File: config.mk
export PLATFORM = sky130hd
export DESIGN_NAME = terminal_key_sequence_decoder
export DESIGN_NICKNAME = d
export VERILOG_FILES = /design/src/hw/rtl/tkd_pkg.sv /design/src/hw/rtl/terminal_key_sequence_decoder.sv
export SDC_FILE = /design/constraint.sdc
export NUM_CORES = 1
export LEC_CHECK = 0
export ABC_CLOCK_PERIOD_IN_PS = 7000
export BUFFER_PORTS_ARGS = -buffer_cell sky130_fd_sc_hd__buf_2
export CAP_MARGIN = 20
export CELL_PAD_IN_SITES_DETAIL_PLACEMENT = 2
export CELL_PAD_IN_SITES_GLOBAL_PLACEMENT = 2
export CORE_UTILIZATION = 41
export DETAILED_ROUTE_END_ITERATION = 7
export HOLD_SLACK_MARGIN = 0.08
export PLACE_DENSITY = 0.93
export SYNTH_ARGS = -nofsm -noshare
export SYNTH_HDL_FRONTEND = slang
export SYNTH_SLANG_ARGS = --single-unit
File: constraint.sdc
create_clock -name clk -period 7 [get_ports clk]
set_input_delay 1.05 -clock clk [delete_from_list [all_inputs] [get_ports clk]]
set_output_delay 1.05 -clock clk [all_outputs]
set_load 0.005 [all_outputs]
File: src/hw/rtl/tkd_pkg.sv
// Package for the terminal key sequence decoder.
// Holds request codes, parse phases, key codes and the key event record.
// Has no dependencies; the decoder top level uses it by scoped names.
`default_nettype none

package tkd_pkg;

  // Request codes on the input channel
  typedef enum logic [1:0] {
    REQ_BYTE = 2'd0,
    REQ_TICK = 2'd1,
    REQ_EOS  = 2'd2,
    REQ_NONE = 2'd3
  } req_t;

  // Parse phases
  typedef enum logic [2:0] {
    PH_IDLE    = 3'd0,
    PH_ESC     = 3'd1,
    PH_CSI     = 3'd2,
    PH_NUM     = 3'd3,
    PH_MODWAIT = 3'd4,
    PH_MODKEY  = 3'd5,
    PH_SS3     = 3'd6
  } phase_t;

  // Configuration register indexes
  localparam logic [1:0] CFG_ESC_WAIT = 2'd0;
  localparam logic [1:0] CFG_SEQ_WAIT = 2'd1;

  localparam logic [15:0] ESC_WAIT_RST = 16'd100;
  localparam logic [15:0] SEQ_WAIT_RST = 16'd50;

  // Key codes above the raw byte range, and K_NONE for no key
  localparam logic [8:0] K_UP        = 9'd256;
  localparam logic [8:0] K_DOWN      = 9'd257;
  localparam logic [8:0] K_LEFT      = 9'd258;
  localparam logic [8:0] K_RIGHT     = 9'd259;
  localparam logic [8:0] K_HOME      = 9'd260;
  localparam logic [8:0] K_END       = 9'd261;
  localparam logic [8:0] K_PGUP      = 9'd262;
  localparam logic [8:0] K_PGDN      = 9'd263;
  localparam logic [8:0] K_DELETE    = 9'd264;
  localparam logic [8:0] K_F2        = 9'd265;
  localparam logic [8:0] K_F5        = 9'd266;
  localparam logic [8:0] K_ENTER     = 9'd267;
  localparam logic [8:0] K_ESC       = 9'd268;
  localparam logic [8:0] K_BACKSPACE = 9'd269;
  localparam logic [8:0] K_TAB       = 9'd270;
  localparam logic [8:0] K_NONE      = 9'd0;

  // Special bytes
  localparam logic [7:0] B_CTRL_D = 8'd4;
  localparam logic [7:0] B_CTRL_Q = 8'd17;
  localparam logic [7:0] B_ESC    = 8'd27;
  localparam logic [7:0] B_CR     = 8'd13;
  localparam logic [7:0] B_LF     = 8'd10;
  localparam logic [7:0] B_TAB    = 8'd9;
  localparam logic [7:0] B_DEL    = 8'd127;
  localparam logic [7:0] B_QUIT   = 8'd113;  // 'q'
  localparam logic [7:0] B_LBRACK = 8'h5B;   // '['
  localparam logic [7:0] B_SS3    = 8'h4F;   // 'O'
  localparam logic [7:0] B_SEMI   = 8'h3B;   // ';'
  localparam logic [7:0] B_TILDE  = 8'h7E;   // '~'
  localparam logic [7:0] B_ZERO   = 8'h30;   // '0'
  localparam logic [7:0] B_BACKTAB = 8'h5A;  // 'Z'
  localparam logic [7:0] B_CASE_OFS = 8'd96; // Ctrl byte to lowercase letter

  // Modifier flag bits
  localparam logic [2:0] MF_NONE  = 3'b000;
  localparam logic [2:0] MF_CTRL  = 3'b001;
  localparam logic [2:0] MF_SHIFT = 3'b010;
  localparam logic [2:0] MF_ALT   = 3'b100;

  // Output queue geometry
  localparam int unsigned FIFO_DEPTH = 4;
  localparam int unsigned PTR_W      = $clog2(FIFO_DEPTH);
  localparam int unsigned CNT_W      = $clog2(FIFO_DEPTH + 1);

  // One key event as it waits for the result channel
  typedef struct packed {
    logic [8:0] key;
    logic [7:0] ch;
    logic [2:0] mods;
    logic       quit;
    logic       last;
  } event_t;

  // Build an event with no quit and no last mark
  function automatic event_t mk_event(input logic [8:0] key, input logic [7:0] ch,
                                      input logic [2:0] mods);
    event_t e;
    e.key  = key;
    e.ch   = ch;
    e.mods = mods;
    e.quit = 1'b0;
    e.last = 1'b0;
    return e;
  endfunction

  function automatic event_t quit_event();
    event_t e;
    e      = mk_event({1'b0, B_QUIT}, B_QUIT, MF_CTRL);
    e.quit = 1'b1;
    return e;
  endfunction

  // Arrow, home and end letters; zero when the letter means nothing
  function automatic logic [8:0] letter_key(input logic [7:0] c);
    logic [8:0] k;
    case (c)
      8'h41:   k = K_UP;
      8'h42:   k = K_DOWN;
      8'h43:   k = K_RIGHT;
      8'h44:   k = K_LEFT;
      8'h48:   k = K_HOME;
      8'h46:   k = K_END;
      default: k = K_NONE;
    endcase
    return k;
  endfunction

  // Numeric parameter before a tilde
  function automatic logic [8:0] tilde_key(input logic [7:0] n);
    logic [8:0] k;
    case (n)
      8'd1:         k = K_HOME;
      8'd3:         k = K_DELETE;
      8'd4:         k = K_END;
      8'd5:         k = K_PGUP;
      8'd6:         k = K_PGDN;
      8'd11, 8'd12: k = K_F2;
      8'd15:        k = K_F5;
      default:      k = K_NONE;
    endcase
    return k;
  endfunction

  // Final byte of an SS3 sequence
  function automatic logic [8:0] ss3_key(input logic [7:0] c);
    logic [8:0] k;
    case (c)
      8'h50, 8'h51: k = K_F2;
      8'h54:        k = K_F5;
      8'h48:        k = K_HOME;
      8'h46:        k = K_END;
      default:      k = {1'b0, c};
    endcase
    return k;
  endfunction

  // Modifier digit after the semicolon
  function automatic logic [2:0] mod_flags(input logic [7:0] c);
    logic [2:0] m;
    case (c)
      8'h35:   m = MF_CTRL;
      8'h32:   m = MF_SHIFT;
      8'h33:   m = MF_ALT;
      8'h36:   m = MF_CTRL | MF_SHIFT;
      default: m = MF_NONE;
    endcase
    return m;
  endfunction

endpackage

`default_nettype wire

File: src/hw/rtl/terminal_key_sequence_decoder.sv
// Terminal key sequence decoder: parse state, timeout counter and result queue.
// Depends on tkd_pkg for codes, key constants and the event record.
`default_nettype none

// Usage
//   Input channel (in_valid/in_ready): one beat carries a request type and a byte:
//   a received terminal byte, a one millisecond tick or an end-of-stream mark.
//   Result channel (out_valid/out_ready): one beat per key event; out_last_of_run
//   marks the final event caused by an input beat. End of stream mid-sequence
//   yields two events (the resolved sequence, then the quit event).
//   Config channel (cfg_valid/cfg_ready, always ready): index 0 sets the Escape
//   wait, index 1 the per-byte sequence wait, both in ticks. Write only when idle.
// Timing
//   One input beat per cycle while in_ready is high. The parser updates in the
//   accept cycle and its events land in a four-entry result queue, so an event
//   is in the queue from the cycle after its input beat. in_ready is high while
//   the queue has room for two events; with the receiver always ready, the
//   block sustains one beat per cycle; an end-of-stream beat queues two events.
// Reset
//   Synchronous active-low rst_n empties the queue, returns the parser to idle and
//   loads the wait registers with 100 and 50 ticks.
// Stall
//   When out_ready stays low the queue fills and in_ready drops; nothing is lost.
module terminal_key_sequence_decoder (
  input  wire logic        clk,
  input  wire logic        rst_n,
  // input channel
  input  wire logic        in_valid,
  output logic             in_ready,
  input  wire logic [1:0]  in_req_type,
  input  wire logic [7:0]  in_byte_value,
  // result channel
  output logic             out_valid,
  input  wire logic        out_ready,
  output logic [8:0]       out_key_code,
  output logic [7:0]       out_char_value,
  output logic             out_ctrl_mod,
  output logic             out_shift_mod,
  output logic             out_alt_mod,
  output logic             out_quit_event,
  output logic             out_last_of_run,
  // configuration channel
  input  wire logic        cfg_valid,
  output logic             cfg_ready,
  input  wire logic [1:0]  cfg_index,
  input  wire logic [15:0] cfg_data
);

  // Configuration registers
  logic [15:0] esc_wait_r;
  logic [15:0] seq_wait_r;

  // Parser state
  tkd_pkg::phase_t phase_r, phase_nxt;
  logic [7:0]      num_r, num_nxt;
  logic [2:0]      mods_r, mods_nxt;
  logic [15:0]     wait_cnt_r, wait_cnt_nxt;

  // Result queue
  tkd_pkg::event_t                 fifo_r [tkd_pkg::FIFO_DEPTH];
  logic [tkd_pkg::PTR_W-1:0]       wr_ptr_r, rd_ptr_r;
  logic [tkd_pkg::CNT_W-1:0]       count_r, count_nxt;

  // Events produced by the beat being accepted
  tkd_pkg::event_t ev0, ev1;
  logic [1:0]      n_ev;

  logic            in_acc;
  logic            out_acc;
  logic [11:0]     num_prod;
  logic [16:0]     tick_next;
  logic [15:0]     wait_lim;
  tkd_pkg::event_t head;

  assign cfg_ready = 1'b1;
  assign in_ready  = (count_r <= tkd_pkg::CNT_W'(tkd_pkg::FIFO_DEPTH - 2));
  assign in_acc    = in_valid && in_ready;
  assign out_valid = (count_r != '0);
  assign out_acc   = out_valid && out_ready;

  // Write configuration; indexes beyond the list are dropped
  always_ff @(posedge clk) begin
    if (!rst_n) begin
      esc_wait_r <= tkd_pkg::ESC_WAIT_RST;
      seq_wait_r <= tkd_pkg::SEQ_WAIT_RST;
    end else if (cfg_valid && cfg_ready) begin
      case (cfg_index)
        tkd_pkg::CFG_ESC_WAIT: esc_wait_r <= cfg_data;
        tkd_pkg::CFG_SEQ_WAIT: seq_wait_r <= cfg_data;
        default: ;
      endcase
    end
  end

  // Saturating decimal accumulate, tick count and active wait limit
  assign num_prod  = {1'b0, num_r, 3'b000} + {3'b000, num_r, 1'b0}
                   + {4'b0000, in_byte_value - tkd_pkg::B_ZERO};
  assign tick_next = {1'b0, wait_cnt_r} + 17'd1;
  assign wait_lim  = (phase_r == tkd_pkg::PH_ESC) ? esc_wait_r : seq_wait_r;

  // Resolve the current phase as if its wait ran out
  function automatic tkd_pkg::event_t expire_event(input tkd_pkg::phase_t ph,
                                                   input logic [2:0] mods);
    tkd_pkg::event_t e;
    case (ph)
      tkd_pkg::PH_ESC, tkd_pkg::PH_CSI:
        e = tkd_pkg::mk_event(tkd_pkg::K_ESC, 8'd0, tkd_pkg::MF_NONE);
      tkd_pkg::PH_MODKEY:
        e = tkd_pkg::mk_event(tkd_pkg::K_NONE, 8'd0, mods);
      default:
        e = tkd_pkg::mk_event(tkd_pkg::K_NONE, 8'd0, tkd_pkg::MF_NONE);
    endcase
    return e;
  endfunction

  // Next parser state and the events of this beat
  always_comb begin
    phase_nxt    = phase_r;
    num_nxt      = num_r;
    mods_nxt     = mods_r;
    wait_cnt_nxt = wait_cnt_r;
    ev0          = '0;
    ev1          = '0;
    n_ev         = 2'd0;
    if (in_acc) begin
      case (in_req_type)
        tkd_pkg::REQ_BYTE: begin
          wait_cnt_nxt = '0;
          case (phase_r)
            tkd_pkg::PH_IDLE: begin
              n_ev = 2'd1;
              if (in_byte_value == tkd_pkg::B_CTRL_D || in_byte_value == tkd_pkg::B_CTRL_Q) begin
                ev0 = tkd_pkg::quit_event();
              end else if (in_byte_value == tkd_pkg::B_ESC) begin
                n_ev      = 2'd0;
                phase_nxt = tkd_pkg::PH_ESC;
              end else if (in_byte_value == tkd_pkg::B_CR || in_byte_value == tkd_pkg::B_LF) begin
                ev0 = tkd_pkg::mk_event(tkd_pkg::K_ENTER, tkd_pkg::B_CR, tkd_pkg::MF_NONE);
              end else if (in_byte_value == tkd_pkg::B_TAB) begin
                ev0 = tkd_pkg::mk_event(tkd_pkg::K_TAB, tkd_pkg::B_TAB, tkd_pkg::MF_NONE);
              end else if (in_byte_value inside {[8'd1:8'd26]}) begin
                ev0 = tkd_pkg::mk_event({1'b0, in_byte_value},
                                        in_byte_value + tkd_pkg::B_CASE_OFS, tkd_pkg::MF_CTRL);
              end else if (in_byte_value == tkd_pkg::B_DEL) begin
                ev0 = tkd_pkg::mk_event(tkd_pkg::K_BACKSPACE, 8'd0, tkd_pkg::MF_NONE);
              end else begin
                ev0 = tkd_pkg::mk_event({1'b0, in_byte_value}, in_byte_value,
                                        tkd_pkg::MF_NONE);
              end
            end
            tkd_pkg::PH_ESC: begin
              if (in_byte_value == tkd_pkg::B_LBRACK) begin
                phase_nxt = tkd_pkg::PH_CSI;
              end else if (in_byte_value == tkd_pkg::B_SS3) begin
                phase_nxt = tkd_pkg::PH_SS3;
              end else begin
                n_ev      = 2'd1;
                ev0       = tkd_pkg::mk_event({1'b0, in_byte_value}, in_byte_value,
                                              tkd_pkg::MF_ALT);
                phase_nxt = tkd_pkg::PH_IDLE;
              end
            end
            tkd_pkg::PH_CSI: begin
              if (in_byte_value inside {[8'h30:8'h39]}) begin
                num_nxt   = in_byte_value - tkd_pkg::B_ZERO;
                phase_nxt = tkd_pkg::PH_NUM;
              end else begin
                n_ev      = 2'd1;
                phase_nxt = tkd_pkg::PH_IDLE;
                if (in_byte_value == tkd_pkg::B_BACKTAB) begin
                  ev0 = tkd_pkg::mk_event(tkd_pkg::K_TAB, tkd_pkg::B_TAB, tkd_pkg::MF_SHIFT);
                end else if (tkd_pkg::letter_key(in_byte_value) != tkd_pkg::K_NONE) begin
                  ev0 = tkd_pkg::mk_event(tkd_pkg::letter_key(in_byte_value), 8'd0,
                                          tkd_pkg::MF_NONE);
                end else begin
                  ev0 = tkd_pkg::mk_event({1'b0, in_byte_value}, 8'd0, tkd_pkg::MF_NONE);
                end
              end
            end
            tkd_pkg::PH_NUM: begin
              if (in_byte_value inside {[8'h30:8'h39]}) begin
                num_nxt = (num_prod > 12'd255) ? 8'd255 : num_prod[7:0];
              end else if (in_byte_value == tkd_pkg::B_SEMI) begin
                phase_nxt = tkd_pkg::PH_MODWAIT;
              end else begin
                n_ev      = 2'd1;
                phase_nxt = tkd_pkg::PH_IDLE;
                ev0       = tkd_pkg::mk_event((in_byte_value == tkd_pkg::B_TILDE) ?
                                              tkd_pkg::tilde_key(num_r) : tkd_pkg::K_NONE,
                                              8'd0, tkd_pkg::MF_NONE);
              end
            end
            tkd_pkg::PH_MODWAIT: begin
              mods_nxt  = tkd_pkg::mod_flags(in_byte_value);
              phase_nxt = tkd_pkg::PH_MODKEY;
            end
            tkd_pkg::PH_MODKEY: begin
              n_ev      = 2'd1;
              phase_nxt = tkd_pkg::PH_IDLE;
              ev0       = tkd_pkg::mk_event(tkd_pkg::letter_key(in_byte_value), 8'd0, mods_r);
            end
            tkd_pkg::PH_SS3: begin
              n_ev      = 2'd1;
              phase_nxt = tkd_pkg::PH_IDLE;
              ev0       = tkd_pkg::mk_event(tkd_pkg::ss3_key(in_byte_value), 8'd0,
                                            tkd_pkg::MF_NONE);
            end
            default: begin
              phase_nxt = tkd_pkg::PH_IDLE;
            end
          endcase
        end
        tkd_pkg::REQ_TICK: begin
          if (phase_r != tkd_pkg::PH_IDLE) begin
            if (tick_next >= {1'b0, wait_lim}) begin
              wait_cnt_nxt = '0;
              if (phase_r == tkd_pkg::PH_MODWAIT) begin
                // wait afresh for the key byte, with no modifier
                mods_nxt  = tkd_pkg::MF_NONE;
                phase_nxt = tkd_pkg::PH_MODKEY;
              end else begin
                if (phase_r inside {[tkd_pkg::PH_ESC:tkd_pkg::PH_SS3]}) begin
                  n_ev = 2'd1;
                  ev0  = expire_event(phase_r, mods_r);
                end
                phase_nxt = tkd_pkg::PH_IDLE;
              end
            end else begin
              wait_cnt_nxt = tick_next[15:0];
            end
          end
        end
        tkd_pkg::REQ_EOS: begin
          // flush a pending sequence, then quit
          phase_nxt    = tkd_pkg::PH_IDLE;
          wait_cnt_nxt = '0;
          if (phase_r inside {[tkd_pkg::PH_ESC:tkd_pkg::PH_SS3]}) begin
            n_ev = 2'd2;
            ev0  = (phase_r == tkd_pkg::PH_MODWAIT) ?
                   tkd_pkg::mk_event(tkd_pkg::K_NONE, 8'd0, tkd_pkg::MF_NONE) :
                   expire_event(phase_r, mods_r);
            ev1  = tkd_pkg::quit_event();
          end else begin
            n_ev = 2'd1;
            ev0  = tkd_pkg::quit_event();
          end
        end
        default: ;
      endcase
      // leaving to idle clears the sequence state
      if (phase_nxt == tkd_pkg::PH_IDLE) begin
        num_nxt      = '0;
        mods_nxt     = tkd_pkg::MF_NONE;
        wait_cnt_nxt = '0;
      end
      // mark the final event of this beat
      if (n_ev == 2'd1) ev0.last = 1'b1;
      if (n_ev == 2'd2) ev1.last = 1'b1;
    end
  end

  // Hold parser state
  always_ff @(posedge clk) begin
    if (!rst_n) begin
      phase_r    <= tkd_pkg::PH_IDLE;
      num_r      <= '0;
      mods_r     <= tkd_pkg::MF_NONE;
      wait_cnt_r <= '0;
    end else begin
      phase_r    <= phase_nxt;
      num_r      <= num_nxt;
      mods_r     <= mods_nxt;
      wait_cnt_r <= wait_cnt_nxt;
    end
  end

  // Queue occupancy
  always_comb begin
    count_nxt = count_r + tkd_pkg::CNT_W'(n_ev) - tkd_pkg::CNT_W'(out_acc);
  end

  // Advance queue pointers
  always_ff @(posedge clk) begin
    if (!rst_n) begin
      wr_ptr_r <= '0;
      rd_ptr_r <= '0;
      count_r  <= '0;
    end else begin
      wr_ptr_r <= wr_ptr_r + tkd_pkg::PTR_W'(n_ev);
      rd_ptr_r <= rd_ptr_r + tkd_pkg::PTR_W'(out_acc);
      count_r  <= count_nxt;
    end
  end

  // Store up to two events per beat
  always_ff @(posedge clk) begin
    if (n_ev != 2'd0) fifo_r[wr_ptr_r] <= ev0;
    if (n_ev == 2'd2) fifo_r[wr_ptr_r + tkd_pkg::PTR_W'(1)] <= ev1;
  end

  // Present the queue head
  assign head            = fifo_r[rd_ptr_r];
  assign out_key_code    = head.key;
  assign out_char_value  = head.ch;
  assign out_ctrl_mod    = head.mods[0];
  assign out_shift_mod   = head.mods[1];
  assign out_alt_mod     = head.mods[2];
  assign out_quit_event  = head.quit;
  assign out_last_of_run = head.last;

`ifndef SYNTHESIS
  a_count_bound: assert property (@(posedge clk) disable iff (!rst_n)
    count_r <= tkd_pkg::CNT_W'(tkd_pkg::FIFO_DEPTH))
    else $error("result queue overflow");

  a_idle_clean: assert property (@(posedge clk) disable iff (!rst_n)
    (phase_r == tkd_pkg::PH_IDLE) |-> (num_r == '0 && mods_r == '0 && wait_cnt_r == '0))
    else $error("idle phase with leftover sequence state");

  a_eos_idle: assert property (@(posedge clk) disable iff (!rst_n)
    (in_valid && in_ready && in_req_type == tkd_pkg::REQ_EOS) |=>
      (phase_r == tkd_pkg::PH_IDLE && count_r != '0))
    else $error("end of stream did not flush the parser");

  a_wait_below_limit: assert property (@(posedge clk) disable iff (!rst_n)
    (phase_r != tkd_pkg::PH_IDLE && $past(in_valid && in_ready &&
      in_req_type == tkd_pkg::REQ_TICK) && $past(phase_r) == phase_r) |->
      ({1'b0, wait_cnt_r} < {1'b0, wait_lim} || wait_cnt_r == '0))
    else $error("wait counter passed its limit");
`endif

endmodule

`default_nettype wire
Yosys cells after proc, flatten, opt, wreduce, memory -nomap -nowiden. Memories as Yosys holds them, arrays and structs flattened. A register that Yosys moved wholly into a read port is not among the register bits. Index checks and enable logic that the tools add are counted.

$add $sub $neg: 10. Magnitude comparators: 9. Mux-type cells: 91. Equal/unequal tests: 43. Reduce and logical (&&, ||, !) cells: 29.

Operators by type and width (count): two-way mux 22 bit (18); case mux 22 bit (6 select lines) (1); == test 8 x 7 -> 1 bit, second input constant (14); case mux 22 bit (3 select lines) (1); two-way mux 16 bit (4); two-way mux 9 bit (7); two-way mux 20 bit (3); case mux 9 bit (6 select lines) (1); two-way mux 3 bit (15); case mux 22 bit (2 select lines) (1); two-way mux 21 bit (2); == test 8 x 6 -> 1 bit, second input constant (5); two-way mux 8 bit (5); case mux 9 bit (4 select lines) (1); case mux 16 bit (2 select lines) (1); == test 8 x 4 -> 1 bit, second input constant (3); != test 3 bit, second input constant (6); adder 16 x 1 -> 17 bit, second input constant (1); greater-or-equal comparator 17 x 16 -> 1 bit (1); two-way mux 1 bit (17); == test 8 x 5 -> 1 bit, second input constant (2); case mux 8 bit (2 select lines) (1); case mux 3 bit (5 select lines) (1); nonzero test 3 bit (5); other kinds (42) (66).

Bits in registers: 69. Memories kept: 2. RAM bits: 88. Input port bits: 33. Output and inout port bits: 25. Memory bits (read-only): 80. Logic and storage cells: 193.

Memories: fifo_r (words 4, bits a word 22, read ports 1, clocked after Yosys merged registers in 1, write ports 2, RTL line terminal_key_sequence_decoder.sv:60) `tkd_pkg::event_t fifo_r [tkd_pkg::FIFO_DEPTH];`; (name not given) (words 16, bits a word 5, read ports 1, clocked after Yosys merged registers in 1, write ports 0, RTL line tkd_pkg.sv:126) `case (n)`.

Depth between registers and ports, before layout.
Depth after elaboration: 15. Gate-level depth with buffers: 24. Gate-level depth less buffers: 24.

Worst setup path after synthesis. No wires, ideal clock.

Path type: register to register. Start point: register phase_r[0]. End point: register count_r[2] (netlist bit). Cell stages (with the launch flop): 22. Required time: 6.885 ns. Library setup time: 0.115 ns. Arrival: 4.594 ns. Buffers on the path: 3. Path slack: 2.291 ns. Clock period less this slack: 4.709 ns. Path through: dfxtp_1 > buf_6 > nor3b_1 > clkbuf_1 > clkbuf_1 > mux2i_1 > ha_1 > nand2_1 > nor4_1 > inv_1 > o21ai_0 > o21ai_0 > a21oi_1 > inv_1 > ha_1 > inv_1 > ha_1 > inv_1 > fa_1 > xor2_1 > xnor2_1 > and2_1.

Cells in the longest elaborated chain, start to end: 11. Elaborated cells between the ends (all ways): 25. Those cells by class: add/sub: 2; order compare: 3; eq/ne: 6; mux: 10; reduce/logical: 4.

RTL lines: start: declaration (RTL line terminal_key_sequence_decoder.sv:54) `tkd_pkg::phase_t phase_r, phase_nxt;`; start signal: assignment (RTL line terminal_key_sequence_decoder.sv:265) `phase_r <= tkd_pkg::PH_IDLE;`; start signal: assignment (RTL line terminal_key_sequence_decoder.sv:270) `phase_r <= phase_nxt;`; branches (longest 6 deep; another with greater-or-equal comparator 17 x 16 -> 1 bit); case mux 2 bit (3 select lines) (*) (RTL line terminal_key_sequence_decoder.sv:126) `case (in_req_type)`; two-way mux 2 bit (*) (2 in series) (RTL line terminal_key_sequence_decoder.sv:125) `if (in_acc) begin`; adder 3 x 2 -> 3 bit (*) (RTL line terminal_key_sequence_decoder.sv:279) `count_nxt = count_r + tkd_pkg::CNT_W'(n_ev) - tkd_pkg::CNT_W'(out_acc);`; subtractor 3 x 1 -> 3 bit (*) (RTL line terminal_key_sequence_decoder.sv:279); end signal: assignment (RTL line terminal_key_sequence_decoder.sv:291) `count_r <= count_nxt;`; end: declaration (RTL line terminal_key_sequence_decoder.sv:62) `logic [tkd_pkg::CNT_W-1:0] count_r, count_nxt;`.

Mark *: on every way between the ends. The select of a mux whose other input is x is not followed. A chain may end at the register's enable or synchronous reset.

==> results.sh <==
export IMPL_status="finished clean"
export IMPL_rsz0062_at_grt="no"
export IMPL_drv_cap=0
export IMPL_met3_length_mm=1.471
export IMPL_arrival_ns=6.31
export IMPL_grt_pass1_vias=10110
export IMPL_clkSinkCount=162
export IMPL_ys_warn_count=0
export IMPL_die_area_um2=24310
export IMPL_yosysSeqAreaShare_pct=37.93
export IMPL_timing_fmax_ghz=0.1609
export IMPL_clock_latency_ns=0.46
export IMPL_ys_top_cells_by_area="dfxtp_1, edfxtp_1, nand2_1"
export IMPL_nets=1213
export IMPL_switching_power_uw=960.1
export IMPL_grtUsageTotal_pct=31.82
export IMPL_syn_avg_cell_area_um2=8.695
export IMPL_clkTransAtPathRegs_ns=0.08
export IMPL_synth_edf_count=44
export IMPL_core_area_um2=22920
export IMPL_synth_fp_nets=1199
export IMPL_internal_power_uw=1795
export IMPL_drive_gt1_share_pct=12.94
export IMPL_pwr_share_clk_pct=35.7
export IMPL_num_rows=55
export IMPL_finalMaxSlewViolations=0
export IMPL_topRoutingLayerUsed="met5"
export IMPL_hold_buffers=0
export IMPL_fin_ws_ns=0.7850
export IMPL_crit_path_start_kind="flip-flop"
export IMPL_hold_viol=0
export IMPL_drt_met1_wl_mm=14.99
export IMPL_ys_types=80
export IMPL_cts_buffer_depth=2
export IMPL_htree_levels=4
export IMPL_worstMarginPinSlew_ns=1.096
export IMPL_holdWs_ns=0.4679
export IMPL_reg2reg_from="wait_cnt_r[0]"
export IMPL_dieHeight_um=155.9
export IMPL_place_gp_congestion=0.9016
export IMPL_seq_power_share_pct=39.0
export IMPL_synth_most_common_cell="nand2_1"
export IMPL_multi_input_area_um2=5559
export IMPL_crit_path_max_fanout=22
export IMPL_slew_headroom_pct=25.06
export IMPL_finalCritPeriodShare_pct=88.79
export IMPL_syn_area_um2=9712
export IMPL_met2_length_mm=19.62
export IMPL_antenna_left=0
export IMPL_dr_pass1_iters=6
export IMPL_min_from="fifo_r[0][14]"
export IMPL_seq_area_um2=3684
export IMPL_synth_common_cells="nand2_1, dfxtp_1, o21ai_0, a21oi_1, nor2_1"
export IMPL_ctsResizeCount=0
export IMPL_die_x_um=155.9
export IMPL_grt_overflow=0
export IMPL_pre_cts_slack_ns=1.124
export IMPL_peakVddDrop_mv=0.1585
export IMPL_post_cts_setup_buffers=0
export IMPL_synth_top_area_share_pct=24.32
export IMPL_start_util_pct=42.38
export IMPL_tns_ns=0
export IMPL_grt_pass1_wl_mm=58.82
export IMPL_wirelength_mm=37.57
export IMPL_finalSetupViolCount=0
export IMPL_power_leakage_uw=0.004073
export IMPL_worst_r2r_setup_slack_ns=0.79
export IMPL_numPortBuffers=56
export IMPL_cts_root_buf="clkbuf_16"
export IMPL_area_growth_pct=10.82
export IMPL_crit_end="fifo_r[2][0]"
export IMPL_place_inst=1424
export IMPL_drcViolationCount=0
export IMPL_fillers=2478
export IMPL_fin_util_pct=46.97
export IMPL_swShare_pct=34.84
export IMPL_drt_iter0_drc=547
export IMPL_wire_per_inst_um=25.78
export IMPL_hpwl_mm=24.79
export IMPL_cp_required_ns=7.09
export IMPL_instances_no_fill=1457
export IMPL_crit_start="wait_cnt_r[0]"
export IMPL_antenna_found_initial=1
export IMPL_grt_max_degree=80
export IMPL_hold_path_class="reg -> reg"
export IMPL_ff2ff_path_depth=17
export IMPL_synth_ff_type="dfxtp_1"
export IMPL_fin_skew_ns=0.01827
export IMPL_cts_tree="done"
export IMPL_yosysTopAreaCell="dfxtp_1"
export IMPL_antenna_cells=0
export IMPL_ys_ff_latch=162
export IMPL_ioPinCount=58
export IMPL_cts_buffers=17
export IMPL_power_frac_comb_pct=25.2
export IMPL_async_reset_ff_share_pct=0
export IMPL_via_count=9125
export IMPL_vias_per_cell=6.263
export IMPL_min_period_ns=6.215
export IMPL_r2r_end="fifo_r[2][0]"
export IMPL_crit_type="reg -> reg"
export IMPL_cp_end_kind="flip-flop"
export IMPL_cellPowerDensity_nw_per_um2=256.0
export IMPL_syn_inst=1117
-- logic make-up (layout without fill, tap and decap cells) --
logic type | after synthesis | count (layout) | synth area share [%]
xor gates and xnor gates | 26 | 26 | 2.345
buffers and inverters | 117 | 144 | 4.934
other | 1 | 1 | 0.03861
and+or+nand+nor | 429 | 429 | 21.98
DFF | 162 | 162 | 37.93
muxes | 43 | 43 | 7.279
AOI/OAI and AO/OA | 290 | 290 | 18.64
adders and majority gates | 49 | 49 | 6.854
-- registers in the layout, summed over array words and instances (netlist names), 3 cells and up, named ones only --
| name | flops |
|---|---|
| fifo_r | 88 |
| esc_wait_r | 16 |
| seq_wait_r | 16 |
| wait_cnt_r | 16 |
| num_r | 8 |
| count_r | 3 |
| mods_r | 3 |
| phase_r | 3 |
-- layout make-up --
| class | instances | area share (%) |
|---|---|---|
| clock inverters | 13 | 1.267 |
| multi-input cells | 838 | 51.65 |
| repair buffers | 65 | 3.267 |
| clock buffers | 19 | 4.313 |
| flip-flops and latches | 162 | 34.22 |
| well taps | 313 | 3.639 |
| inverters | 47 | 1.639 |
-- per-layer routing --
metal  track usage [%]  vias up
li1                  -     4032
met1             35.70     4682
met2             58.21      308
met3             4.556      101
met4             16.57        2
met5                 0        -
-- placed cells by master, fill, tap and decap left out, drive strengths merged, types with 9 or more instances in the layout --
master / count
a21o: 11
xor2: 11
ha: 42
xnor2: 15
nor2b: 26
dfxtp: 118
nand3: 49
nand2: 176
edfxtp: 44
a22oi: 11
clkbuf: 19
a31oi: 11
nor2: 56
mux2i: 20
mux4: 22
nand4: 9
buf: 65
a211oi: 13
and3: 14
a21boi: 32
inv: 54
o21ai: 94
nor3: 17
and2: 22
a21oi: 67
-- critical path: stages (launching register included) --
cell	delay [ns]
dfxtp_1	0.41
ha_1	0.30
and3_1	0.23
nand3_1	0.20
inv_1	0.17
nand3_1	0.22
nor2b_1	0.26
and4_1	0.24
xor2_1	0.23
ha_1	0.19
nand3_1	0.12
nor4_1	0.25
inv_1	0.12
o21ai_0	0.43
o21ai_0	0.25
a31oi_1	0.82
nand2_1	0.72
nand2_1	0.67
-- power groups by stage --
stage	sequential, µW	clock, µW	combinational (µW)
floorplan	1070	0	458
CTS	1070	988	692
detailed placement	1090	0	663
global route	1080	1020	755
finish	1080	985	696
global placement	1090	0	624
-- per-stage QoR --
stage	area, µm²	total power [µW]
global route	10760	2855
detailed placement	10150	1755
finish	10760	2755
global placement	10150	1709
CTS	10750	2754
floorplan	9712	1525
-- worst min-delay path by stage --
| stage | endpoint | depth (start not counted) | slack, ns |
|---|---|---|---|
| CTS | fifo_r[0][14] | 2 | 0.47 |
| floorplan | fifo_r[3][21] | 2 | 0.43 |
| global route | fifo_r[0][14] | 2 | 0.50 |
| finish | fifo_r[0][14] | 2 | 0.47 |
| detailed placement | fifo_r[3][8] | 2 | 0.45 |
| global placement | fifo_r[0][6] | 2 | 0.44 |
(Power assumes the default switching activity.)
